`config.mk`:
```
export PLATFORM = sky130hd
export DESIGN_NAME = forth_data_stack_unit
export DESIGN_NICKNAME = d
export VERILOG_FILES = /design/src/rtl/fdsu_pkg.sv /design/src/rtl/forth_data_stack_unit.sv /design/src/rtl/fdsu_cell.sv
export SDC_FILE = /design/constraint.sdc
export NUM_CORES = 1
export LEC_CHECK = 0
export BUFFER_PORTS_ARGS = -buffer_cell sky130_fd_sc_hd__buf_2
export CORE_MARGIN = 3
export CORE_UTILIZATION = 50
export DETAILED_ROUTE_END_ITERATION = 8
export PLACE_DENSITY_LB_ADDON = 0.08
export SLEW_MARGIN = 15
export SYNTH_ARGS = -nofsm -noshare
export SYNTH_HDL_FRONTEND = slang
export SYNTH_SLANG_ARGS = --single-unit
```
`constraint.sdc`:
```
create_clock -name i_clk -period 7.4 [get_ports i_clk]
set_input_delay 1.48 -clock i_clk [delete_from_list [all_inputs] [get_ports i_clk]]
set_output_delay 1.48 -clock i_clk [all_outputs]
set_load 0.02 [all_outputs]
```
`src/rtl/fdsu_pkg.sv`:
```
// fdsu_pkg: opcodes, result kinds and cell shift commands for the forth data stack unit
// used by fdsu_cell, forth_data_stack_unit and fdsu_checker; no dependencies
`default_nettype none

package fdsu_pkg;

    localparam int unsigned STACK_DEPTH_DEF = 16;
    localparam int unsigned CELL_W          = 32;

    typedef enum logic [3:0] {
        OP_LIT   = 4'd0,
        OP_ADD   = 4'd1,
        OP_EQ    = 4'd2,
        OP_PRINT = 4'd3,
        OP_SHOW  = 4'd4,
        OP_DUP   = 4'd5,
        OP_DROP  = 4'd6,
        OP_NL    = 4'd7,
        OP_SWAP  = 4'd8,
        OP_OVER  = 4'd9
    } t_opcode;

    typedef enum logic [1:0] {
        KIND_NUM   = 2'd0,
        KIND_NL    = 2'd1,
        KIND_UNDER = 2'd2,
        KIND_OVER  = 2'd3
    } t_kind;

    // what every cell does at the clock; cell 0 is the top of stack
    typedef enum logic [2:0] {
        SH_HOLD,
        SH_PUSH,
        SH_DUP,
        SH_POP,
        SH_BINOP,
        SH_SWAP,
        SH_ROT
    } t_shift;

    typedef struct packed {
        t_shift op;
        logic   in_use;
    } t_cell_ctl;

endpackage

`default_nettype wire

```
`src/rtl/forth_data_stack_unit.sv`:
```
// forth_data_stack_unit: forth word executor on a chain of stack cells
// depends on fdsu_pkg and fdsu_cell
//
//  channel  | direction | handshake          | fields
//  input    | in        | i_valid / o_stall  | i_opcode, i_literal
//  result   | out       | o_valid / i_stall  | o_kind, o_value, o_last
//
// every word but show is done in the run state, so words issue back to back
// show is taken, then holds the input off in the show state while each stored cell is printed
// and the chain rotates once per printed cell
// the single output register sets the pace; a stalled result holds the input off
// reset (i_rst_n low, synchronous) empties the stack and drops any pending result
// cell contents are not reset; only cells below the depth count are ever read
`default_nettype none

module forth_data_stack_unit #(
    parameter int unsigned STACK_DEPTH = fdsu_pkg::STACK_DEPTH_DEF
) (
    input  wire                                i_clk,
    input  wire                                i_rst_n,
    input  wire                                i_valid,
    output logic                               o_stall,
    input  wire  [3:0]                         i_opcode,
    input  wire  signed [fdsu_pkg::CELL_W-1:0] i_literal,
    output logic                               o_valid,
    input  wire                                i_stall,
    output logic [1:0]                         o_kind,
    output logic signed [fdsu_pkg::CELL_W-1:0] o_value,
    output logic                               o_last
);
    import fdsu_pkg::*;

    localparam int unsigned DW = $clog2(STACK_DEPTH + 1);
    localparam int unsigned IW = $clog2(STACK_DEPTH);

    typedef enum logic {
        ST_RUN,
        ST_SHOW
    } t_state;

    t_state                   r_state;
    logic [DW-1:0]            r_depth;
    logic [DW-1:0]            r_cnt;
    logic                     r_out_valid;
    t_kind                    r_kind;
    logic signed [CELL_W-1:0] r_value;
    logic                     r_last;

    logic signed [CELL_W-1:0] cell_q [STACK_DEPTH];
    t_cell_ctl                cell_ctl [STACK_DEPTH];

    logic                     out_free;
    logic                     take_in;
    t_opcode                  op;
    logic                     under;
    logic                     over;
    t_shift                   shift;
    logic signed [CELL_W-1:0] head;
    logic                     emit;
    t_kind                    emit_kind;
    logic signed [CELL_W-1:0] emit_value;
    logic                     emit_last;
    logic [DW-1:0]            n_depth;
    logic [IW-1:0]            bot_idx;
    logic                     show_step;

    assign out_free  = !r_out_valid || !i_stall;
    assign o_stall   = (r_state == ST_SHOW) || !out_free;
    assign take_in   = i_valid && !o_stall;
    assign op        = t_opcode'(i_opcode);
    assign bot_idx   = IW'(r_depth - DW'(1));
    assign show_step = (r_state == ST_SHOW) && out_free;

    always_comb begin
        under = 1'b0;
        over  = 1'b0;
        if (op inside {OP_ADD, OP_EQ, OP_SWAP, OP_OVER}) begin
            under = (r_depth < DW'(2));
        end else if (op inside {OP_PRINT, OP_DUP, OP_DROP}) begin
            under = (r_depth == '0);
        end
        // over checks underflow first
        if (!under && (op inside {OP_LIT, OP_DUP, OP_OVER})) begin
            over = (r_depth >= DW'(STACK_DEPTH));
        end
    end

    always_comb begin
        shift      = SH_HOLD;
        head       = i_literal;
        emit       = 1'b0;
        emit_kind  = KIND_NUM;
        emit_value = '0;
        emit_last  = 1'b1;
        n_depth    = r_depth;
        if (show_step) begin
            shift      = SH_ROT;
            head       = cell_q[bot_idx];
            emit       = 1'b1;
            emit_value = cell_q[bot_idx];
            emit_last  = (r_cnt == DW'(1));
        end else if (take_in) begin
            if (under) begin
                emit      = 1'b1;
                emit_kind = KIND_UNDER;
            end else if (over) begin
                emit      = 1'b1;
                emit_kind = KIND_OVER;
            end else begin
                case (op)
                    OP_LIT: begin
                        shift   = SH_PUSH;
                        head    = i_literal;
                        n_depth = r_depth + DW'(1);
                    end
                    OP_ADD: begin
                        shift   = SH_BINOP;
                        head    = cell_q[0] + cell_q[1];
                        n_depth = r_depth - DW'(1);
                    end
                    OP_EQ: begin
                        shift   = SH_BINOP;
                        head    = (cell_q[0] == cell_q[1]) ? -32'sd1 : 32'sd0;
                        n_depth = r_depth - DW'(1);
                    end
                    OP_PRINT: begin
                        shift      = SH_POP;
                        emit       = 1'b1;
                        emit_value = cell_q[0];
                        n_depth    = r_depth - DW'(1);
                    end
                    OP_DUP: begin
                        shift   = SH_DUP;
                        n_depth = r_depth + DW'(1);
                    end
                    OP_DROP: begin
                        shift   = SH_POP;
                        n_depth = r_depth - DW'(1);
                    end
                    OP_NL: begin
                        emit      = 1'b1;
                        emit_kind = KIND_NL;
                    end
                    OP_SWAP: begin
                        shift = SH_SWAP;
                        head  = cell_q[1];
                    end
                    OP_OVER: begin
                        shift   = SH_PUSH;
                        head    = cell_q[1];
                        n_depth = r_depth + DW'(1);
                    end
                    default: begin
                        shift = SH_HOLD;
                    end
                endcase
            end
        end
    end

    genvar gi;
    generate
        for (gi = 0; gi < STACK_DEPTH; gi++) begin : g_cell
            logic signed [CELL_W-1:0] prev_d;
            logic signed [CELL_W-1:0] next_d;

            assign cell_ctl[gi].op     = shift;
            assign cell_ctl[gi].in_use = (DW'(gi) < r_depth);

            if (gi == 0) begin : g_head
                assign prev_d = head;
            end else begin : g_body
                assign prev_d = cell_q[gi-1];
            end
            if (gi == STACK_DEPTH - 1) begin : g_tail
                assign next_d = '0;
            end else begin : g_link
                assign next_d = cell_q[gi+1];
            end

            fdsu_cell #(
                .CELL_IDX(gi)
            ) u_cell (
                .i_clk (i_clk),
                .i_ctl (cell_ctl[gi]),
                .i_prev(prev_d),
                .i_next(next_d),
                .o_q   (cell_q[gi])
            );
        end
    endgenerate

    always_ff @(posedge i_clk) begin
        if (!i_rst_n) begin
            r_state     <= ST_RUN;
            r_depth     <= '0;
            r_cnt       <= '0;
            r_out_valid <= 1'b0;
        end else begin
            r_depth <= n_depth;
            case (r_state)
                ST_RUN: begin
                    if (take_in && !under && (op == OP_SHOW) && (r_depth != '0)) begin
                        r_state <= ST_SHOW;
                        r_cnt   <= r_depth;
                    end
                end
                ST_SHOW: begin
                    if (show_step) begin
                        r_cnt <= r_cnt - DW'(1);
                        if (r_cnt == DW'(1)) begin
                            r_state <= ST_RUN;
                        end
                    end
                end
                default: r_state <= ST_RUN;
            endcase
            if (out_free) begin
                r_out_valid <= emit;
            end
        end
        if (out_free && emit) begin
            r_kind  <= emit_kind;
            r_value <= emit_value;
            r_last  <= emit_last;
        end
    end

    assign o_valid = r_out_valid;
    assign o_kind  = r_kind;
    assign o_value = r_value;
    assign o_last  = r_last;

endmodule

`default_nettype wire

```
`src/rtl/fdsu_cell.sv`:
```
// fdsu_cell: one stack cell of the chain, takes from its upper or lower neighbour
// depends on fdsu_pkg (t_cell_ctl, t_shift, CELL_W)
`default_nettype none

module fdsu_cell #(
    parameter int unsigned CELL_IDX = 0
) (
    input  wire                               i_clk,
    input  fdsu_pkg::t_cell_ctl               i_ctl,
    input  wire signed [fdsu_pkg::CELL_W-1:0] i_prev,
    input  wire signed [fdsu_pkg::CELL_W-1:0] i_next,
    output logic signed [fdsu_pkg::CELL_W-1:0] o_q
);
    import fdsu_pkg::*;

    logic signed [CELL_W-1:0] r_q;
    logic signed [CELL_W-1:0] n_q;

    always_comb begin
        n_q = r_q;
        case (i_ctl.op)
            SH_HOLD:  n_q = r_q;
            SH_PUSH:  n_q = i_prev;
            SH_DUP:   n_q = (CELL_IDX == 0) ? r_q : i_prev;
            SH_POP:   n_q = i_next;
            SH_BINOP: n_q = (CELL_IDX == 0) ? i_prev : i_next;
            SH_SWAP:  n_q = (CELL_IDX <= 1) ? i_prev : r_q;
            // only the occupied part of the chain turns round
            SH_ROT:   n_q = i_ctl.in_use ? i_prev : r_q;
            default:  n_q = r_q;
        endcase
    end

    always_ff @(posedge i_clk) begin
        r_q <= n_q;
    end

    assign o_q = r_q;

endmodule

`default_nettype wire

```
Yosys cells after proc, flatten, opt, wreduce, memory -nomap -nowiden --
Index checks and enable logic that the tools add are counted.
Storage, ports and cells: flip-flop bits (word level) 559, input bits 40, output and inout port bits 37, logic and storage cells 213
Cells by class: add/subtract/negate cells 4, order comparisons 19, equal/unequal tests 35, multiplexer cells 70, bitwise gates (word level) 6, reduce and logical (&&, ||, !) cells 55
Operator list (number):
- one-hot mux 32 bit (3 select lines) | 17
- two-way mux 32 bit | 28
- binary-select mux 32 bit (select 4 bit) | 1
- less-than comparator 4 x 5 -> 1 bit, first input constant | 8
- inequality test 2 x 1 -> 1 bit, second input constant | 17
- AND reduction 2 bit | 17
- adder 32 bit | 1
- equality test 32 bit | 1
- less-than comparator 3 x 5 -> 1 bit, first input constant | 4
- one-hot mux 5 bit (2 select lines) | 2
- equality test 4 x 3 -> 1 bit, second input constant | 4
- OR reduction 2 bit | 8
- one-hot mux 3 bit (5 select lines) | 1
- nonzero test 3 bit | 5
- two-way mux 1 bit | 12
- two-way mux 3 bit | 4
- OR reduction 3 bit | 4
- >= comparator 5 bit, second input constant | 2
- less-than comparator 1 x 5 -> 1 bit, first input constant | 2
- less-than comparator 2 x 5 -> 1 bit, first input constant | 2
- two-way mux 5 bit | 2
- subtractor 5 x 1 -> 5 bit, second input constant | 2
- equality test 3 bit, second input constant | 3
- equality test 4 x 2 -> 1 bit, second input constant | 2
- 22 further kinds | 40

Longest topological paths before layout --
depth in word-level cells 15, gate-level depth with buffers 20, depth with buffers taken out 13

Modules after synthesis --
Synthesis repeated with hierarchy kept, for this count alone.
Unflattened totals: cell total of the unflattened synthesis 3849, area, all modules 41626.2 sq um
By module, submodules not included:
- fdsu_cell at g_cell[10].u_cell ... | times used 14, cells each 188, area each 2098.3 sq um, seq. area each 960.9 sq um
- forth_data_stack_unit | times used 1, cells each 1074, area each 9360.2 sq um, seq. area each 1291.2 sq um
- fdsu_cell at g_cell[1].u_cell | times used 1, cells each 71, area each 1501.4 sq um, seq. area each 960.9 sq um
- fdsu_cell at g_cell[0].u_cell | times used 1, cells each 72, area each 1388.8 sq um, seq. area each 960.9 sq um

Worst setup path after synthesis --
No wires, ideal clock.
path kind input to register, start in i_opcode[3], end reg g_cell[12].u_cell.r_q[0] (enable), library setup time 0.466 ns, arrival 5.472 ns, required time 6.934 ns, setup slack 1.462 ns, stages on the path 11, path buffers 2, path through buf_2 > nor3_1 > nor3_1 > a31o_1 > a31o_2 > nor2_1 > a21o_1 > ha_1 > nand2b_1 > clkbuf_1 > o21ai_0
On the way: word-level cells in the longest chain between the ends 15, elaborated cells between the ends (all ways) 34, classes of those cells 13 x eq/ne; 8 x mux; 13 x reduce/logical
Ends and longest elaborated chain:
- start: declaration | RTL line forth_data_stack_unit.sv:23 | input wire [3:0] i_opcode,
- equality test 4 x 2 -> 1 bit, or another cell as far along | RTL line forth_data_stack_unit.sv:79, forth_data_stack_unit.sv:110
- nonzero test 3 bit | RTL line forth_data_stack_unit.sv:79 | end else if (op inside {OP_PRINT, OP_DUP, OP_DROP}) begin
- two-way mux 1 bit | RTL line forth_data_stack_unit.sv:79
- two-way mux 1 bit | RTL line forth_data_stack_unit.sv:77 | if (op inside {OP_ADD, OP_EQ, OP_SWAP, OP_OVER}) begin
- zero test 1 bit | RTL line forth_data_stack_unit.sv:83 | if (!under && (op inside {OP_LIT, OP_DUP, OP_OVER})) begin
- logical AND 1 bit | RTL line forth_data_stack_unit.sv:83
- two-way mux 1 bit | RTL line forth_data_stack_unit.sv:83
- two-way mux 3 bit | RTL line forth_data_stack_unit.sv:106 | end else if (over) begin
- two-way mux 3 bit (*) | RTL line forth_data_stack_unit.sv:103 | if (under) begin
- two-way mux 3 bit (*) | RTL line forth_data_stack_unit.sv:102 | end else if (take_in) begin
- two-way mux 3 bit (*) | RTL line forth_data_stack_unit.sv:96 | if (show_step) begin
- equality test 3 x 1 -> 1 bit, or another cell as far along | RTL line fdsu_cell.sv:21 | case (i_ctl.op)
- OR reduction 2 bit (no line)
- nonzero test 3 bit (no line)
- AND reduction 2 bit (no line) (*)
- end signal: assignment | RTL line fdsu_cell.sv:35 | r_q <= n_q;
- end: declaration | RTL line fdsu_cell.sv:16 | logic signed [CELL_W-1:0] r_q;
Mark *: on every way between the ends. The rest lies on a longest branch, timed or not. A chain may end at the register's enable or synchronous reset.

Worst setup path in the final report --
start in i_opcode[0], end reg g_cell[9].u_cell.r_q[6] (enable)
On the way: word-level cells in the longest chain between the ends 15, elaborated cells between the ends (all ways) 34, classes of those cells 13 x eq/ne; 8 x mux; 13 x reduce/logical
Ends and longest elaborated chain (RTL line):
- equality test 4 x 2 -> 1 bit, or another cell as far along | forth_data_stack_unit.sv:79, forth_data_stack_unit.sv:110
- nonzero test 3 bit | forth_data_stack_unit.sv:79
- two-way mux 1 bit | forth_data_stack_unit.sv:79
- two-way mux 1 bit | forth_data_stack_unit.sv:77
- zero test 1 bit | forth_data_stack_unit.sv:83
- logical AND 1 bit | forth_data_stack_unit.sv:83
- two-way mux 1 bit | forth_data_stack_unit.sv:83
- two-way mux 3 bit | forth_data_stack_unit.sv:106
- two-way mux 3 bit (*) | forth_data_stack_unit.sv:103
- two-way mux 3 bit (*) | forth_data_stack_unit.sv:102
- two-way mux 3 bit (*) | forth_data_stack_unit.sv:96
- equality test 3 x 1 -> 1 bit, or another cell as far along | fdsu_cell.sv:21
- OR reduction 2 bit (no line)
- nonzero test 3 bit (no line)
- AND reduction 2 bit (no line) (*)
- end signal: assignment | fdsu_cell.sv:35
- end: declaration | fdsu_cell.sv:16
Marked as above.

==> impl_results.md <==
* Most frequent cell after synthesis: nand2_1
* Min-Delay Path Depth at 2
* Top area cells in the synthesized netlist: edfxtp_1, nand2_1, mux4_2, buf_2, ha_1
* Synth top cells by count: nand2_1, edfxtp_1, mux4_2
* Area growth syn-to-layout at 10.2%
* Drc violations at 0
* CP required at 7.54 ns
* Share of post-route cells with drive strength above 1 at 14.2%
* Longest Clk Path Bufs at 3
* Crit path launch type: input pin
* Total gr overflow at 0
* WL final at 86.2 mm
* Antenna violations before repair at 0
* GRT Total Usage at 26.8%
* Post-Synth Adder-Cell Area at 1.80%
* Final WS setup at 2.41 ns
* Worst slew margin at 21.1%
* Yosys top cell by area: edfxtp_1
* Total setup buffers inserted after CTS at 0
* Tcrit/Tclk final at 67.4%
* RePlAce Congestion at 0.917
* Post-synthesis xor/xnor area fraction at 0.701%
* Maxcap violations at 0
* Status: finished clean
* Setup repair after global routing missed its margin: no
* Final Net Count at 3,059
* DRT iter0 DRCs at 2,909
* # diodes at 0
* Vias in the first global route at 21,200
* Worst VDD drop at 0.206 mV
* Largest net degree at the start of global routing at 189
* Number of I/O pins at 77
* Yosys warns at 0
* Hold Crit Class: register to register
* Core footprint at 60,900 um^2
* Primary FF master, synth: edfxtp_1
* Die area at 65,100 um^2
* Crit path DAT at 5.13 ns
* First-pass GRT wire length at 133 mm
* Post-route ant nets at 0
* Post-Syn Instances at 2,987
* Final min period at 4.99 ns
* Register area share after synthesis at 53.7%
* Std cell rows at 90
* Synth Area in Simple Gates at 20.0%
* R2R setup slack at 2.49 ns
* Crit end category: register
* Cts hold-fix bufs at 0
* Fill count at 5,213
* Kind of critical path: input pin to register
* Final setup viols at 0
* Post-CTS sizing at 0
* Avg Cell Area, Syn at 10.4 um^2
* Via Count at 22,900
* H-tree levels at 3
* Initial core utilization at 51.0%
* Power per cell area at 294 nW/um^2
* Dpl ws at 1.78 ns
* Max Freq at 201 MHz
* Complex-gate fraction of the synthesized area at 7.84%
* Post-synth EDFFs at 547
* Ys async rst share at 0%
* Worst Path Max Fanout at 35
* Post-DP HPWL at 56.7 mm
* CTS Sinks at 559
* Die span in x at 255 um
* Final setup skew at 0.0247 ns
* Leak pwr at 0.0133 uW
* Synthesized area at 31,000 um^2
* Mux cell area share after synthesis at 12.6%
* Die Y at 255 um
* Largest family of logic cells by synthesized area: simple AND/OR/NAND/NOR gates
* Seq cells post-synth at 559
* Slew Limit Fails at 0
* Top cell type's share of synthesized area at 52.9%
* Post-synth net total at 3,071
* Setup TNS at 0 ns
* Post-synthesis cell type count at 78
* Cts bufs inserted at 66
* Via density at 5.94
* Worst-Skew Late Latency at 0.61 ns
* Reg clk slew, reported paths at 0.06 ns
* Reg2reg path depth at 13
* Root buf cell: clkbuf_16
* Worst slew pin tran at 1.18 ns
* Number of port buffers at 76
* TritonCTS clock tree: yes
* Average routed wire per standard cell at 22.4 um
* TritonRoute pass-1 iters at 6
* Final hold vios at 0
layer usage:
layer	vias to the layer above	share of wire, %	GRT usage [%]
li1	10500	-	-
met1	11200	48	44.3
met2	1055	40	35.9
met3	95	9.8	5.27
met4	0	1.9	6.19
met5	-	0	0
critical path, cell delays in order:
cell	delay (ns)
buf_2	0.22
xnor2_1	0.12
a2111o_1	0.46
a211oi_4	0.20
buf_4	0.41
a21oi_2	0.24
nand2_1	0.23
o21a_4	0.45
o21a_1	0.39
buf_4	0.30
nand2b_2	0.54
cell usage in the layout, fill, tap and decap left out, drive strengths merged, types with 5 or more instances in the layout:
cell    synthesis  routed
dfxtp          12      12
a21boi          6       6
or3            11      11
nand3          16      16
ha             43      43
inv            24      28
mux2i          26      26
a31oi          15      15
o311ai          5       5
o21a           14      14
xor2           13      13
mux4          139     139
edfxtp        547     547
a21oi          79      79
and2           49      49
nand4           9       9
and3            5       5
nor2           69      69
clkinv          1      20
nor2b          16      16
a22o            5       5
nand2b         11      11
nor3           17      17
buf           127     122
o21ai          86      86
o221ai          5       5
o31ai           9       9
nand2        1336    1336
mux2           44      44
xnor2          11      11
a221oi          9       9
o211ai         25      25
a211oi         29      29
nor4            9       9
clkbuf         75      89
a21o           39      39
sequential cells by signal, indices dropped and copies added (netlist names):
name,cells
o_last,1
r_state,1
g_cell.u_cell.o_q,512
o_value,32
o_kind,2
r_depth,5
o_valid,1
r_cnt,5
kinds of logic after synthesis:
family | count (synthesis)
buf+inv | 227
flops | 559
xor+xnor | 24
simple gates | 1560
mux | 209
compound gates | 364
fa+ha+maj | 44
final timing paths:
check,start,end
max,i_opcode[0],g_cell[9].u_cell.o_q[6]
min,r_cnt[1],r_cnt[1]
max reg2reg,r_depth[3],g_cell[9].u_cell.o_q[6]
min reg2reg,r_cnt[1],r_cnt[1]
power breakdown:
group / total (uW) / switching, uW / internal (uW)
Combinational: 2510 / 1570 / 941
Clock: 3080 / 1310 / 1770
Sequential: 4480 / 355 / 4120
per-stage QoR:
step	instances	hold slack (ns)	area, um^2	util (%)	total power, uW
after floorplan	2987	0.454	31000	-	6120
after global placement	3732	0.469	32100	52.7	6940
after detailed placement	3735	0.487	32200	52.8	7020
after CTS	3851	0.495	34200	56.1	10100
after global routing	3851	0.522	34200	56.1	10500
final	3851	0.494	34200	56.1	10100
cell type report:
class	count	area [um^2]	share of cell area, %
clock buffer	89	1790	5.23
clock inverter	27	213	0.622
inverter	25	93.8	0.274
multi-input combinational	2201	13600	39.7
sequential	559	16700	48.7
tap	828	1040	3.03
timing repair buffer	122	833	2.44
(Power assumes the default switching activity.)
